$ cat src/rtl/sbc_pkg.sv
// Shared types and constants of the sprite blitter with clipping and color key.
package sbc_pkg;

  localparam int TILE_SIDE = 35;
  localparam int COUNT_W   = 6;
  localparam logic [COUNT_W-1:0] TILE_LAST = COUNT_W'(TILE_SIDE - 1);

  localparam int CFG_INDEX_W = 3;
  localparam int CFG_DATA_W  = 16;

  typedef enum logic [CFG_INDEX_W-1:0] {
    REG_SCREEN_WIDTH  = 3'd0,
    REG_SCREEN_HEIGHT = 3'd1,
    REG_DEST_X        = 3'd2,
    REG_DEST_Y        = 3'd3,
    REG_SHEET_WIDTH   = 3'd4,
    REG_SHEET_HEIGHT  = 3'd5,
    REG_SRC_X         = 3'd6,
    REG_SRC_Y         = 3'd7
  } reg_index_t;

  typedef struct packed {
    logic        [12:0] screen_width;
    logic        [12:0] screen_height;
    logic signed [12:0] dest_x;
    logic signed [12:0] dest_y;
    logic        [15:0] sheet_width;
    logic        [15:0] sheet_height;
    logic signed [15:0] src_x;
    logic signed [15:0] src_y;
  } cfg_t;

  // One classified pixel on its way from the front part to the back part.
  typedef struct packed {
    logic        write_enable;
    logic        last_of_tile;
    logic [12:0] dx;
    logic [12:0] dy;
    logic [23:0] color;
  } q_entry_t;

endpackage

$ cat src/rtl/sbc_regs.sv
// Configuration register file of the sprite blitter.
module sbc_regs (
  input  logic                           clk,
  input  logic                           rst,
  input  logic                           cfg_we,
  input  logic [sbc_pkg::CFG_INDEX_W-1:0] cfg_index,
  input  logic [sbc_pkg::CFG_DATA_W-1:0]  cfg_data,
  output sbc_pkg::cfg_t                  cfg
);
  import sbc_pkg::*;

  always_ff @(posedge clk) begin
    if (rst) begin
      cfg.screen_width  <= 13'd800;
      cfg.screen_height <= 13'd600;
      cfg.dest_x        <= '0;
      cfg.dest_y        <= '0;
      cfg.sheet_width   <= 16'd256;
      cfg.sheet_height  <= 16'd256;
      cfg.src_x         <= '0;
      cfg.src_y         <= '0;
    end else if (cfg_we) begin
      unique case (reg_index_t'(cfg_index))
        REG_SCREEN_WIDTH:  cfg.screen_width  <= cfg_data[12:0];
        REG_SCREEN_HEIGHT: cfg.screen_height <= cfg_data[12:0];
        REG_DEST_X:        cfg.dest_x        <= cfg_data[12:0];
        REG_DEST_Y:        cfg.dest_y        <= cfg_data[12:0];
        REG_SHEET_WIDTH:   cfg.sheet_width   <= cfg_data;
        REG_SHEET_HEIGHT:  cfg.sheet_height  <= cfg_data;
        REG_SRC_X:         cfg.src_x         <= cfg_data;
        REG_SRC_Y:         cfg.src_y         <= cfg_data;
        default: ;
      endcase
    end
  end

endmodule

$ cat src/rtl/sbc_front.sv
// Front part: tile counters, bounds checks and color key classification.
module sbc_front (
  input  logic              clk,
  input  logic              rst,
  input  sbc_pkg::cfg_t     cfg,
  input  logic              in_valid,
  input  logic [31:0]       in_data,
  input  logic              in_has_alpha,
  input  logic              q_ready,
  output logic              push,
  output sbc_pkg::q_entry_t entry
);
  import sbc_pkg::*;

  logic [COUNT_W-1:0] tile_column;
  logic [COUNT_W-1:0] tile_row;
  logic [7:0]         blue, green, red, alpha;
  logic signed [13:0] dx, dy;
  logic signed [16:0] fx, fy;
  logic               in_bounds, visible;

  assign blue  = in_data[7:0];
  assign green = in_data[15:8];
  assign red   = in_data[23:16];
  assign alpha = in_data[31:24];

  assign push = in_valid && q_ready;

  always_comb begin
    dx = 14'({cfg.dest_x[12], cfg.dest_x}) + 14'({8'd0, tile_column});
    dy = 14'({cfg.dest_y[12], cfg.dest_y}) + 14'({8'd0, tile_row});
    fx = 17'({cfg.src_x[15], cfg.src_x}) + 17'({11'd0, tile_column});
    fy = 17'({cfg.src_y[15], cfg.src_y}) + 17'({11'd0, tile_row});
    // A nonnegative sum is below 2^13 (or 2^16), so the low bits compare directly.
    in_bounds = !dx[13] && (dx[12:0] < cfg.screen_width)
             && !dy[13] && (dy[12:0] < cfg.screen_height)
             && !fx[16] && (fx[15:0] < cfg.sheet_width)
             && !fy[16] && (fy[15:0] < cfg.sheet_height);
    visible = in_has_alpha ? (alpha != 8'd0) : ({red, green, blue} != 24'd0);
    entry.write_enable = in_bounds && visible;
    entry.last_of_tile = (tile_column == TILE_LAST) && (tile_row == TILE_LAST);
    entry.dx           = dx[12:0];
    entry.dy           = dy[12:0];
    entry.color        = {red, green, blue};
  end

  always_ff @(posedge clk) begin
    if (rst) begin
      tile_column <= '0;
      tile_row    <= '0;
    end else if (push) begin
      if (tile_column == TILE_LAST) begin
        tile_column <= '0;
        tile_row    <= (tile_row == TILE_LAST) ? '0 : tile_row + 1'b1;
      end else begin
        tile_column <= tile_column + 1'b1;
      end
    end
  end

endmodule

$ cat src/rtl/sbc_queue.sv
// Two-entry queue between the front and back parts.
module sbc_queue (
  input  logic              clk,
  input  logic              rst,
  input  logic              push,
  input  sbc_pkg::q_entry_t push_entry,
  output logic              ready,
  input  logic              pop,
  output logic              valid,
  output sbc_pkg::q_entry_t head
);
  import sbc_pkg::*;

  q_entry_t   slots [2];
  logic       wr_ptr, rd_ptr;
  logic [1:0] count;

  assign ready = (count != 2'd2);
  assign valid = (count != 2'd0);
  assign head  = slots[rd_ptr];

  always_ff @(posedge clk) begin
    if (push) begin
      slots[wr_ptr] <= push_entry;
    end
  end

  always_ff @(posedge clk) begin
    if (rst) begin
      wr_ptr <= 1'b0;
      rd_ptr <= 1'b0;
      count  <= 2'd0;
    end else begin
      if (push) wr_ptr <= ~wr_ptr;
      if (pop)  rd_ptr <= ~rd_ptr;
      case ({push, pop})
        2'b10:   count <= count + 2'd1;
        2'b01:   count <= count - 2'd1;
        default: count <= count;
      endcase
    end
  end

endmodule

$ cat src/rtl/sbc_back.sv
// Back part: address multiply, address add and the output register.
module sbc_back (
  input  logic              clk,
  input  logic              rst,
  input  logic [12:0]       screen_width,
  input  logic              q_valid,
  input  sbc_pkg::q_entry_t q_head,
  output logic              pop,
  output logic              out_valid,
  input  logic              out_ready,
  output logic [47:0]       out_data,
  output logic              out_we,
  output logic              out_last
);
  import sbc_pkg::*;

  logic        mul_valid;
  logic [25:0] mul_product;
  logic [12:0] mul_dx;
  logic [23:0] mul_color;
  logic        mul_we;
  logic        mul_last;
  logic        out_advance, mul_advance;
  logic [23:0] addr_next;

  assign out_advance = !out_valid || out_ready;
  assign mul_advance = !mul_valid || out_advance;
  assign pop         = q_valid && mul_advance;
  assign addr_next   = mul_product[23:0] + {11'd0, mul_dx};

  always_ff @(posedge clk) begin
    if (rst) begin
      mul_valid <= 1'b0;
      out_valid <= 1'b0;
    end else begin
      if (mul_advance) mul_valid <= q_valid;
      if (out_advance) out_valid <= mul_valid;
    end
  end

  always_ff @(posedge clk) begin
    if (pop) begin
      mul_product <= q_head.dy * screen_width;
      mul_dx      <= q_head.dx;
      mul_color   <= q_head.color;
      mul_we      <= q_head.write_enable;
      mul_last    <= q_head.last_of_tile;
    end
    if (out_advance && mul_valid) begin
      // A pixel that is not written shows zero address and color.
      out_data <= mul_we ? {mul_color, addr_next} : 48'd0;
      out_we   <= mul_we;
      out_last <= mul_last;
    end
  end

endmodule

$ cat src/rtl/sprite_blit_clip_colorkey.sv
// Sprite tile blitter with screen and sheet clipping and a color key.
// Takes one source pixel per clock in raster order of a 35 by 35 tile and gives one word
// per pixel: write enable, linear screen address (row times screen width plus column),
// packed RGB color and a tile-end mark. Sustained rate is one pixel per clock while the output
// is ready; a pixel passes through a queue slot, the multiplier stage and the output register.
// The front takes pixels while the two-entry queue has room, so a stalled output holds off the
// input only once the queue is full. The user must write configuration only while no pixel is
// in flight; the block does not enforce it. The tile counters restart after the last pixel.
module sprite_blit_clip_colorkey (
  input  logic                            clk,
  input  logic                            rst,
  input  logic                            s_axis_tvalid,
  output logic                            s_axis_tready,
  input  logic [31:0]                     s_axis_tdata,  // blue, green, red, alpha
  input  logic                            s_axis_tuser,  // has_alpha
  output logic                            m_axis_tvalid,
  input  logic                            m_axis_tready,
  output logic [47:0]                     m_axis_tdata,  // dest_address, color
  output logic                            m_axis_tuser,  // write_enable
  output logic                            m_axis_tlast,  // last_of_tile
  input  logic                            cfg_we,
  input  logic [sbc_pkg::CFG_INDEX_W-1:0] cfg_index,
  input  logic [sbc_pkg::CFG_DATA_W-1:0]  cfg_data
);
  import sbc_pkg::*;

  cfg_t     cfg;
  q_entry_t push_entry, q_head;
  logic     push, pop, q_ready, q_valid;

  assign s_axis_tready = q_ready;

  sbc_regs u_regs (
    .clk       (clk),
    .rst       (rst),
    .cfg_we    (cfg_we),
    .cfg_index (cfg_index),
    .cfg_data  (cfg_data),
    .cfg       (cfg)
  );

  sbc_front u_front (
    .clk          (clk),
    .rst          (rst),
    .cfg          (cfg),
    .in_valid     (s_axis_tvalid),
    .in_data      (s_axis_tdata),
    .in_has_alpha (s_axis_tuser),
    .q_ready      (q_ready),
    .push         (push),
    .entry        (push_entry)
  );

  sbc_queue u_queue (
    .clk        (clk),
    .rst        (rst),
    .push       (push),
    .push_entry (push_entry),
    .ready      (q_ready),
    .pop        (pop),
    .valid      (q_valid),
    .head       (q_head)
  );

  sbc_back u_back (
    .clk          (clk),
    .rst          (rst),
    .screen_width (cfg.screen_width),
    .q_valid      (q_valid),
    .q_head       (q_head),
    .pop          (pop),
    .out_valid    (m_axis_tvalid),
    .out_ready    (m_axis_tready),
    .out_data     (m_axis_tdata),
    .out_we       (m_axis_tuser),
    .out_last     (m_axis_tlast)
  );

endmodule

$ cat config.mk
export PLATFORM = sky130hd
export DESIGN_NAME = sprite_blit_clip_colorkey
export DESIGN_NICKNAME = d
export VERILOG_FILES = /design/src/rtl/sbc_pkg.sv /design/src/rtl/sbc_regs.sv /design/src/rtl/sbc_front.sv /design/src/rtl/sbc_queue.sv /design/src/rtl/sbc_back.sv /design/src/rtl/sprite_blit_clip_colorkey.sv
export SDC_FILE = /design/constraint.sdc
export NUM_CORES = 1
export LEC_CHECK = 0
export BUFFER_PORTS_ARGS = -buffer_cell sky130_fd_sc_hd__buf_4
export CAP_MARGIN = 20
export CORE_MARGIN = 2
export CORE_UTILIZATION = 45
export CTS_CLUSTER_SIZE = 30
export DETAILED_ROUTE_END_ITERATION = 6
export PLACE_DENSITY_LB_ADDON = 0.08
export SLEW_MARGIN = 20
export SYNTH_ARGS = -nofsm -noshare
export SYNTH_HDL_FRONTEND = slang
export SYNTH_SLANG_ARGS = --single-unit
$ cat constraint.sdc
create_clock -name clk -period 14.9 [get_ports clk]
set_clock_uncertainty 0.05 [all_clocks]
set_input_delay 2.235 -clock clk [delete_from_list [all_inputs] [get_ports clk]]
set_output_delay 2.235 -clock clk [all_outputs]
set_load 0.1 [all_outputs]
==> impl_results.md, run 1 <==
- DIE AREA: 49450 um2
- Largest net degree at the start of global routing: between 70 and 80
- Post-Route Setup TNS: 0 ns
- Fin. max-slew vios: 0
- Peak supply drop: 0.09988 mV
- Final period util: 46.83%
- Hold Path Stages: 0
- Max Cap Violations: 0
- # nets final: around 2500
- Crit-path max cell delay: 0.60 ns
- Postcts setup bufs: 0
- PD cells: 188.7 nW/um2
- CP startpoint kind: flop
- CTS tree: done
- RSZ-0062 raised after global routing: false
- HP Start: u_back.mul_last
- Slew HR: 28.06%
- Most Crowded Layer GR: met2
- Vias per cell: 5.185
- Mapped Nets: about 2400
- Critical path type: flop to flop
- Dominant cells by area after synthesis: edfxtp_1, dfxtp_1, fa_1, ha_1, nand2_1
- Initial Util: 45.23%
- Routability cong.: roughly 0.83
- Post-CTS Resized: 0
- Clock Latency Late Sink: between 0.5 and 0.6 ns
- Die height: 222.4 um
- First-pass GRT wire length: about 82000 um
- Final Hold Fails: 0
- P&R area growth vs syn: 12.89%
- Final setup viols: 0
- # fillers: roughly 4400
- Grt total ovfl: 0
- Async SR Flop Fraction: 0%
- Reg2reg path depth: 20
- # DRC: 0
- Finished Layout Cells: about 2800
- First DRT Iteration DRCs: between 800 and 900
- Crit path required time: 15.16 ns
- Post-layout min period: around 7 ns
- Rows: 80
- Distinct cells, synth: 65
- Dpl cells: 2751
- Peak fanout along the critical path: 47
- Clock Path Buffers: 3
- CTS Hold Bufs: 0
- Via count: 14630
- Yosys warning total: 0
- Worst-Margin Slew: roughly 1.1 ns
- Post-synth top flop: edfxtp_1
- CTS Sinks: 352
- Sequential element share of the synthesized area: 42.96%
- Pre-Repair DR Iteration Count: 5
- Met3 Use GR: 3.650%
- N_diodes: 0
- Leakage: roughly 0.010 uW
- Cells after synthesis: 2099
- I/O Buffers: 108
- Final wirelength: between 50000 and 60000 um
- Avg WL per Cell: 18.28 um
- Master of the slowest instance on the critical path: buf_4
- Detailed-placement wirelength estimate: 37950 um
- Initial antenna violation count: 0
- Vias in the first global route: 14730
- Remaining antenna violation count: 0
- Crit-path most repeated cell: fa_1
- CTS buffer count: 40
- I/O pin total: around 110
- Share of cells above drive strength 1: 11.42%
- H-tree lvl count: 2
- FMAX: 0.1433 GHz
- Met1 Use GR: 29.17%
- Outcome: finished clean
- Largest area contributor in the netlist: edfxtp_1
- Endpoint type of the worst setup path: flop
- Worst-path clk slew: 0.06 ns
- Synth top area share: between 30% and 40%
- Post-Syn Area per Cell: 10.22 um2
- Core Area: 47450 um2
- Gr usage total: 21.34%
- Clock Tree Root: clkbuf_16
- Register bit total from synthesis: 352
- EDFF count, synth: 217
- Die Span X: ~220 um
- Post-Syn Area: 21460 um2
- Hold Path Class: flop to flop
- Global Route met2 Usage: 35.35%
- Worst path cell trace: buf_4 > mux2_2 > and2_1 > fa_1 > inv_1 > fa_1 > inv_1 > fa_1 > fa_1 > inv_1 > fa_1 > inv_1 > ha_1 > nand4_1 > or4b_1 > and3_4 > o221a_4 > a21oi_4 > nor4_1 > a311o_1
- Critical path arrival: around 7.2 ns
[worst max-delay path, delay by kind of cell (launching register included)]
family,cells,cell delay (ns)
flops,1,0.48
buf+inv,5,0.80
compound gates,3,0.71
simple gates,5,1.14
fa+ha+maj,6,2.97
mux,1,0.56
[sequential cells by signal (all words and copies together), names as in the netlist, 2 cells and up, named ones only]
register,cells
u_back.mul_product,24
u_regs.cfg,116
u_back.mul_dx,13
u_back.out_data,48
u_front.tile_row,6
u_back.mul_color,24
u_queue.count,2
u_queue.slots,104
u_front.tile_column,6
[cell type report]
| type | count | area [um2] | share of cell area, % |
|---|---|---|---|
| sequential | 352 | 9220 | 38.06 |
| clock buffer | 48 | 1051 | 4.338 |
| tap | 615 | 769.5 | 3.176 |
| multi-input combinational | 1428 | 11060 | 45.65 |
| inverter | 236 | 885.9 | 3.657 |
| timing repair buffer | 120 | 900.9 | 3.719 |
| clock inverter | 23 | 339.1 | 1.400 |
[per-layer routing]
layer | part of all wire, % | vias up | wire length, um
met5 | 0 | - | 0
met4 | 2.3 | 0 | 1178
met3 | 4.4 | 62 | 2270
met2 | 47 | 290 | 24300
met1 | 46 | 7108 | 23840
li1 | - | 7172 | -
[through the flow]
step	util [%]	cell area, um2	total power [uW]	hold slack [ns]	setup slack [ns]
2_1_floorplan	-	21460	3086	0.3503	8.119
3_3_place_gp	48.13	22830	3552	0.3622	8.094
3_5_place_dp	48.13	22840	3578	0.3647	7.954
4_1_cts	51.06	24230	4624	0.3802	7.948
5_1_grt	51.06	24230	4917	0.3962	7.660
6_report	51.06	24230	4570	0.3798	7.922
[cell usage after synthesis (7+ instances only)]
master	n
a211o_1	12
a21o_1	33
a21oi_1	154
a31oi_1	7
and2_1	84
and3_1	13
clkbuf_1	63
clkbuf_2	13
dfxtp_1	135
edfxtp_1	217
fa_1	125
ha_1	158
inv_1	236
mux2_2	52
mux2i_1	10
nand2_1	344
nand2b_1	23
nand3_1	29
nand4_1	24
nor2_1	111
nor2b_1	15
nor3_1	16
nor4_1	10
o211ai_1	10
o21a_1	8
o21ai_0	19
o21bai_1	11
xnor2_1	57
xor2_1	35
[power by group]
group	internal (uW)	leakage [uW]	switching [uW]
clock	615	0.000667	408
combinational	774	0.00626	1360
sequential	1340	0.00316	78.1
total	2730	0.0101	1840
[final timing paths]
| path | to | slack (ns) |
|---|---|---|
| setup / recovery | u_back.mul_product[23] | 7.92 |
| hold / removal | u_back.out_last | 0.38 |
| setup reg to reg | u_back.mul_product[23] | 7.92 |
| hold reg to reg | u_back.out_last | 0.38 |
[placed cells by master (no fill, tap or decap), drive strengths merged, types with 29 or more instances in the layout]
master / instances
a21o: 34
fa: 125
edfxtp: 217
nor2: 111
ha: 158
nand3: 29
and2: 84
xnor2: 57
dfxtp: 135
nand2: 344
inv: 238
a21oi: 155
buf: 120
clkbuf: 48
xor2: 35
mux2: 52
[logic make-up (layout without fill, tap and decap cells)]
kind of cell	after synthesis	count (layout)	share of synthesized area, %
buf+inv	319	427	5.667
fa+ha+maj	283	283	20.87
compound gates	284	284	8.169
simple gates	707	707	15.38
flops	352	352	42.96
mux	62	62	3.195
xor+xnor	92	92	3.755
(Power assumes the default switching activity.)
==> run 2: changes to the inputs <==
==> constraint.sdc (replaced) <==
create_clock -name clk -period 6.55 [get_ports clk]
set_clock_uncertainty 0.05 [all_clocks]
set_input_delay 0.9825 -clock clk [delete_from_list [all_inputs] [get_ports clk]]
set_output_delay 0.9825 -clock clk [all_outputs]
set_load 0.1 [all_outputs]
==> run 2 against run 1 <==
Wire length shrank 0.51%; clock power grew 140%; sequential power grew 130%; combinational power grew 130%; critical path depth shrank 1; setup slack lost 7.6 ns; global-route usage shrank 0.085 points; largest power group unchanged; count of clock-buffer cells in the layout grew 6; total power grew 130%; sequential cell count is the same; first-iteration DRC count grew 0.34%; core utilization grew 0.28 points.
==> impl_results.md, run 2 (synthesized netlist as in run 1, its figures left out) <==
- Critical path arrival: 6.52 ns (-0.71 ns)
- Post-layout min period: 6.267 ns (-0.7106 ns)
- N_diodes: 0 (unchanged)
- Grt total ovfl: 0 (unchanged)
- Worst hold slack: 0.3844 ns (+0.004652 ns)
- P&R area growth vs syn: 13.52%
- H-tree lvl count: 2 (unchanged)
- Switching pwr: 4218 uW (+130%)
- Final Util: 51.34% (+0.28 points)
- Comb pwr share: 46.4% (-0.3 points)
- Post-Route Setup TNS: 0 ns (unchanged)
- Fin. max-slew vios: 0 (unchanged)
- Slew HR: 35.40% (+7.3 points)
- Reg2reg path depth: 19 (-5.0%)
- Critical R2R Capture: u_back.mul_product[23]
- Hold Path Class: flop to flop
- First-pass GRT wire length: 82190 um (-0.19%)
- Master of the slowest instance on the critical path: fa_1
- First DRT Iteration DRCs: 896 (+0.34%)
- Vias per cell: 5.125 (-1.2%)
- CTS tree: done
- Avg WL per Cell: 18.10 um (-0.96%)
- Core Area: 47450 um2 (unchanged)
- HP Start: u_back.mul_last
- Commonest non-fill, non-tap cell in the layout: nand2_1
- Dpl cells: 2760 (+0.33%)
- Pre-Repair DR Iteration Count: 5 (unchanged)
- FMAX: 0.1596 GHz (+11%)
- Share of cells above drive strength 1: 12.07% (+0.65 points)
- I/O pin total: 109 (unchanged)
- Endpoint type of the worst setup path: flop
- Finished Layout Cells: 2835 (+0.46%)
- Initial antenna violation count: 0 (unchanged)
- Max reg flops: 116 (unchanged)
- Peak fanout along the critical path: 13 (-72%)
- Detailed-placement wirelength estimate: 37630 um (-0.84%)
- Critical path type: flop to flop
- CTS buffer count: 42 (+5.0%)
- PD cells: 431.8 nW/um2 (+130%)
- CTS Sinks: 352 (unchanged)
- I/O Buffers: 108 (unchanged)
- Sequential Power Share: 30.6% (-0.3 points)
- Vias in the first global route: 14790 (+0.40%)
- Top Registers: u_regs.cfg (116), u_queue.slots (104), u_back.out_data (48)
- Remaining antenna violation count: 0 (unchanged)
- Leakage: 0.01017 uW (+0.81%)
- Final wirelength: 51320 um (-0.51%)
- Internal power: 6301 uW (+130%)
- Clock Path Buffers: 3 (unchanged)
- Final period util: 95.68% (+49 points)
- Final Hold Fails: 0 (unchanged)
- Outcome: finished clean
- CP startpoint kind: flop
- Crit path buf inv count: 4 (-1)
- Levels on crit path: 19 (-5.0%)
- Most frequent cells in the layout: nand2_1, inv_1, edfxtp_1, ha_1, a21oi_1
- Clock Tree Root: clkbuf_16
- Crit-path max cell delay: 0.53 ns (-0.07 ns)
- RSZ-0062 raised after global routing: false
- Via count: 14530 (-0.71%)
- R2R Setup Slk: 0.28 ns (-7.64 ns)
- # DRC: 0 (unchanged)
- Max Cap Violations: 0 (unchanged)
- # nets final: 2529 (+0.44%)
- Worst-Margin Slew: 0.9638 ns (-0.1095 ns)
- Final setup viols: 0 (unchanged)
- Largest net degree at the start of global routing: 83 (+5.1%)
- Switching part of the total: 40.10% (-0.26 points)
- Worst-path clk slew: 0.06 ns (about the same)
- Top cell family by delay on the critical path: adder cells
- Die height: 222.4 um (unchanged)
- Biggest register: u_regs.cfg
- Crit path required time: 6.80 ns (-8.36 ns)
- Rows: 80 (unchanged)
- Worst path cell trace: mux2_2 > and2_1 > fa_1 > inv_1 > fa_1 > inv_1 > fa_1 > fa_1 > inv_1 > fa_1 > inv_1 > ha_1 > nand4_1 > or4b_1 > and3_4 > o221a_4 > a21oi_4 > nor4_1 > a311o_1
- Crit-path most repeated cell: fa_1
- Initial Util: 45.23% (unchanged)
- Die Span X: 222.4 um (unchanged)
- End of the critical path: u_back.mul_product[23]
- Routability cong.: 0.8582 (+3.6%)
- DIE AREA: 49450 um2 (unchanged)
- Clock Latency Late Sink: 0.57 ns (about the same)
- Gr usage total: 21.26% (-0.085 points)
- Clock power frac: 23.0% (+0.6 points)
- Peak supply drop: 0.2249 mV (+130%)
## run 2: cell types whose count changed in the layout (fill, tap and decap cells not counted), sizes merged
cell | before | now
clkbuf | 48 | 54
buf | 120 | 129
clkinv | 13 | 10
inv | 238 | 239
## run 2: cell type report
class                   instances  area [um2]
clock buffers                  54        1136
clock inverters                21       310.3
fillers                      4363       23080
inverters                     236       885.9
multi-input cells            1428       11070
flip-flops and latches        352        9223
well taps                     615       769.5
repair buffers                129       968.4
## run 2: layer usage
metal	GRT usage, %	wire length, um	vias up	share of wire [%]
met3	2.645	1804	64	3.5
met1	29.28	24140	7007	47
li1	-	-	7198	-
met4	5.434	976	0	1.9
met5	0	0	-	0
met2	35.69	24400	259	48
## run 2: how the worst min path moves through the flow
stage                     depth (start not counted)  slack [ns]              end
final                                             0        0.38  u_back.out_last
after detailed placement                          0        0.38  u_back.out_last
after floorplan                                   0        0.35  u_back.out_last
after global routing                              0        0.39  u_back.out_last
after CTS                                         0        0.39  u_back.out_last
after global placement                            0        0.36  u_back.out_last
## run 2: through the flow
step	worst slack [ns]	power, uW	area (um2)
after floorplan	0.3579	7021	21460
after global placement	0.3471	8116	22900
after detailed placement	0.2041	8157	22910
after CTS	0.1984	10650	24350
after global routing	0.02178	11320	24360
final	0.2829	10520	24360
## run 2: power by group through the flow
| stage | combinational (uW) | sequential, uW | clock [uW] |
|---|---|---|---|
| 2_1_floorplan | 3070 | 3950 | 0 |
| 3_3_place_gp | 4860 | 3260 | 0 |
| 6_report | 4880 | 3220 | 2420 |
| 5_1_grt | 5480 | 3270 | 2570 |
| 4_1_cts | 4940 | 3220 | 2480 |
| 3_5_place_dp | 4890 | 3270 | 0 |
## run 2: what timing repair did
action / 4_1_cts / 5_1_grt
hold buffers: 0 / 0
setup endpoints to repair: 0 / 2
gates resized for setup: 0 / 2
setup buffers: 0 / 0
==> run 3: changes to the inputs <==
==> constraint.sdc (replaced) <==
create_clock -name clk -period 5.95 [get_ports clk]
set_clock_uncertainty 0.05 [all_clocks]
set_input_delay 0.8925 -clock clk [delete_from_list [all_inputs] [get_ports clk]]
set_output_delay 0.8925 -clock clk [all_outputs]
set_load 0.1 [all_outputs]
==> run 3 against run 2 <==
Core utilization up 0.60 points; sequential cell count unchanged; die area unchanged; setup slack worse by 0.19 ns; count of clock-buffer cells in the layout up 4; clock power about the same; first-iteration DRC count down 25%; sequential power up 9.9%; register-to-register slack worse by 0.19 ns; cell area up 1.2%; worst hold slack better by 0.0044 ns; largest power group unchanged.
==> impl_results.md, run 3 (synthesized netlist as in run 1, its figures left out) <==
- Core Area: 47450 um2 (unchanged)
- Finished Layout Cells: 2873 (+1.3%)
- # DRC: 0 (unchanged)
- HP Start: u_back.mul_last
- Reg2reg path depth: 20 (+1)
- Slew HR: 31.81% (-3.6 points)
- Post-Route Setup TNS: 0 ns (unchanged)
- Hold Path Class: flop to flop
- Rows: 80 (unchanged)
- Post-layout min period: 5.858 ns (-0.4095 ns)
- H-tree lvl count: 2 (unchanged)
- Remaining antenna violation count: 0 (unchanged)
- Detailed-placement wirelength estimate: 38230 um (+1.6%)
- CP startpoint kind: flop
- N_diodes: 0 (unchanged)
- RSZ-0062 raised after global routing: true
- P&R area growth vs syn: 14.84%
- Vias per cell: 5.136 (+0.22%)
- Post-route design area: 24640 um2 (+1.2%)
- Critical path type: flop to flop
- R2R Setup Slk: 0.09 ns (-0.19 ns)
- Critical R2R Capture: u_back.mul_product[23]
- Final period util: 98.45% (+2.8 points)
- PD cells: 483.4 nW/um2 (+12%)
- Share of cells above drive strength 1: 14.04% (+2.0 points)
- Crit path required time: 6.21 ns (-0.59 ns)
- Hold Crit Endpoint: u_back.out_last
- DIE AREA: 49450 um2 (unchanged)
- CTS Sinks: 352 (unchanged)
- Via count: 14760 (+1.6%)
- Peak supply drop: 0.3525 mV (+57%)
- Endpoint type of the worst setup path: flop
- First-pass GRT wire length: 80830 um (-1.7%)
- Critical path arrival: 6.12 ns (-0.40 ns)
- Grt total ovfl: 0 (unchanged)
- Final Hold Fails: 0 (unchanged)
- Largest net degree at the start of global routing: 74 (-11%)
- Die Span X: 222.4 um (unchanged)
- Biggest register: u_regs.cfg
- First DRT Iteration DRCs: 673 (-25%)
- Final setup viols: 0 (unchanged)
- Storage cell area: 9223 um2 (unchanged)
- Area of the multi-input gates: 11180 um2 (+1.1%)
- FMAX: 0.1707 GHz (+7.0%)
- Hold Path Stages: 0 (unchanged)
- Most frequent cells in the layout: nand2_1, inv_1, edfxtp_1, buf_4
- Initial Util: 45.23% (unchanged)
- Vias in the first global route: 14710 (-0.59%)
- CTS buffer count: 40 (-4.8%)
- Routability cong.: 0.8891 (+3.6%)
- Clock Tree Root: clkbuf_16
- I/O Buffers: 108 (unchanged)
- Max reg flops: 116 (unchanged)
- Final Util: 51.94% (+0.60 points)
- Leakage: 0.01032 uW (+1.5%)
- CTS Hold Bufs: 0 (unchanged)
- Peak fanout along the critical path: 5 (-8)
- Top Registers: u_regs.cfg (116), u_queue.slots (104), u_back.out_data (48)
- # nets final: 2566 (+1.5%)
- Initial antenna violation count: 0 (unchanged)
- Clock Path Buffers: 3 (unchanged)
- Avg WL per Cell: 17.81 um (-1.6%)
- Max Cap Violations: 0 (unchanged)
- Gr usage total: 20.90% (-0.36 points)
- Final wirelength: 51170 um (-0.30%)
- I/O pin total: 109 (unchanged)
- Fin. max-slew vios: 0 (unchanged)
- Pre-Repair DR Iteration Count: 5 (unchanged)
- CTS tree: done
- Worst-path clk slew: 0.07 ns (about the same)
- # fillers: 4369 (+0.14%)
- Commonest non-fill, non-tap cell in the layout: nand2_1
- Outcome: finished clean
- Clock Latency Late Sink: 0.56 ns (about the same)
- Die height: 222.4 um (unchanged)
- DP Area: 23180 um2 (+1.2%)
- Dpl cells: 2792 (+1.2%)
- Worst-Margin Slew: 1.017 ns (+0.05350 ns)
==> run 3: changes by cell type in the layout (fill, tap and decap cells not counted), sizes merged <==
cell	change
bufinv	-3
inv	-1
buf	+39
clkinvlp	-1
clkbuf	+4
==> run 3: worst max-delay path by stage <==
stage,slack [ns],end,cells after the start
2_1_floorplan,0.01,u_back.mul_product[23],21
3_3_place_gp,0.06,u_back.mul_product[23],19
3_5_place_dp,-0.01,u_back.mul_product[23],19
4_1_cts,0.02,u_back.mul_product[15],21
5_1_grt,-0.1,u_back.mul_product[23],20
6_report,0.09,u_back.mul_product[23],20
==> run 3: layout make-up <==
type                            instances  share of cell area, %
Multi-Input combinational cell       1428                  45.38
Sequential cell                       352                  37.42
Timing Repair Buffer                  168                  5.194
Clock buffer                           58                  4.539
Inverter                              236                  3.594
Tap cell                              615                  3.122
Clock inverter                         16                 0.7463
==> run 3: worst max-delay path: stages, from the launching register on <==
cell	delay, ns
dfxtp_4	0.40
buf_6	0.11
mux2_4	0.32
and2_4	0.17
fa_1	0.54
inv_2	0.04
fa_1	0.53
inv_1	0.05
fa_1	0.49
fa_1	0.52
inv_2	0.04
fa_1	0.55
inv_2	0.05
ha_4	0.26
nand4_1	0.11
or4b_1	0.47
and3_4	0.18
o221a_4	0.23
a21oi_4	0.17
nor4_2	0.05
a311o_1	0.29
==> run 3: per-layer routing <==
layer  track usage (%)  up-vias  wire length (um)
li1                  -     7288                 -
met4             5.477        0              1034
met5                 0        -                 0
met2             34.57      257             24130
met1             28.79     7158             23950
met3             3.174       52              2057
==> run 3: what timing repair did <==
item,CTS,global route
gates resized for setup,1,35
setup buffers,0,7
endpoints found under the setup margin,2,7
pin swaps,0,6
==> run 3: report_power, final <==
| part | switching, uW | internal [uW] | leakage (uW) |
|---|---|---|---|
| Sequential | 189 | 3350 | 0.00316 |
| Clock | 1000 | 1450 | 0.000629 |
| Combinational | 3560 | 2360 | 0.00654 |
| Total | 4750 | 7160 | 0.0103 |
==> run 3: metrics by stage <==
step	setup WS [ns]	hold slack [ns]	power, uW
floorplan	0.01436	0.3503	7814
global placement	0.06005	0.3523	9222
detailed placement	-0.01143	0.3691	9307
CTS	0.01665	0.3865	11810
global route	-0.09637	0.3925	12780
finish	0.09240	0.3888	11910
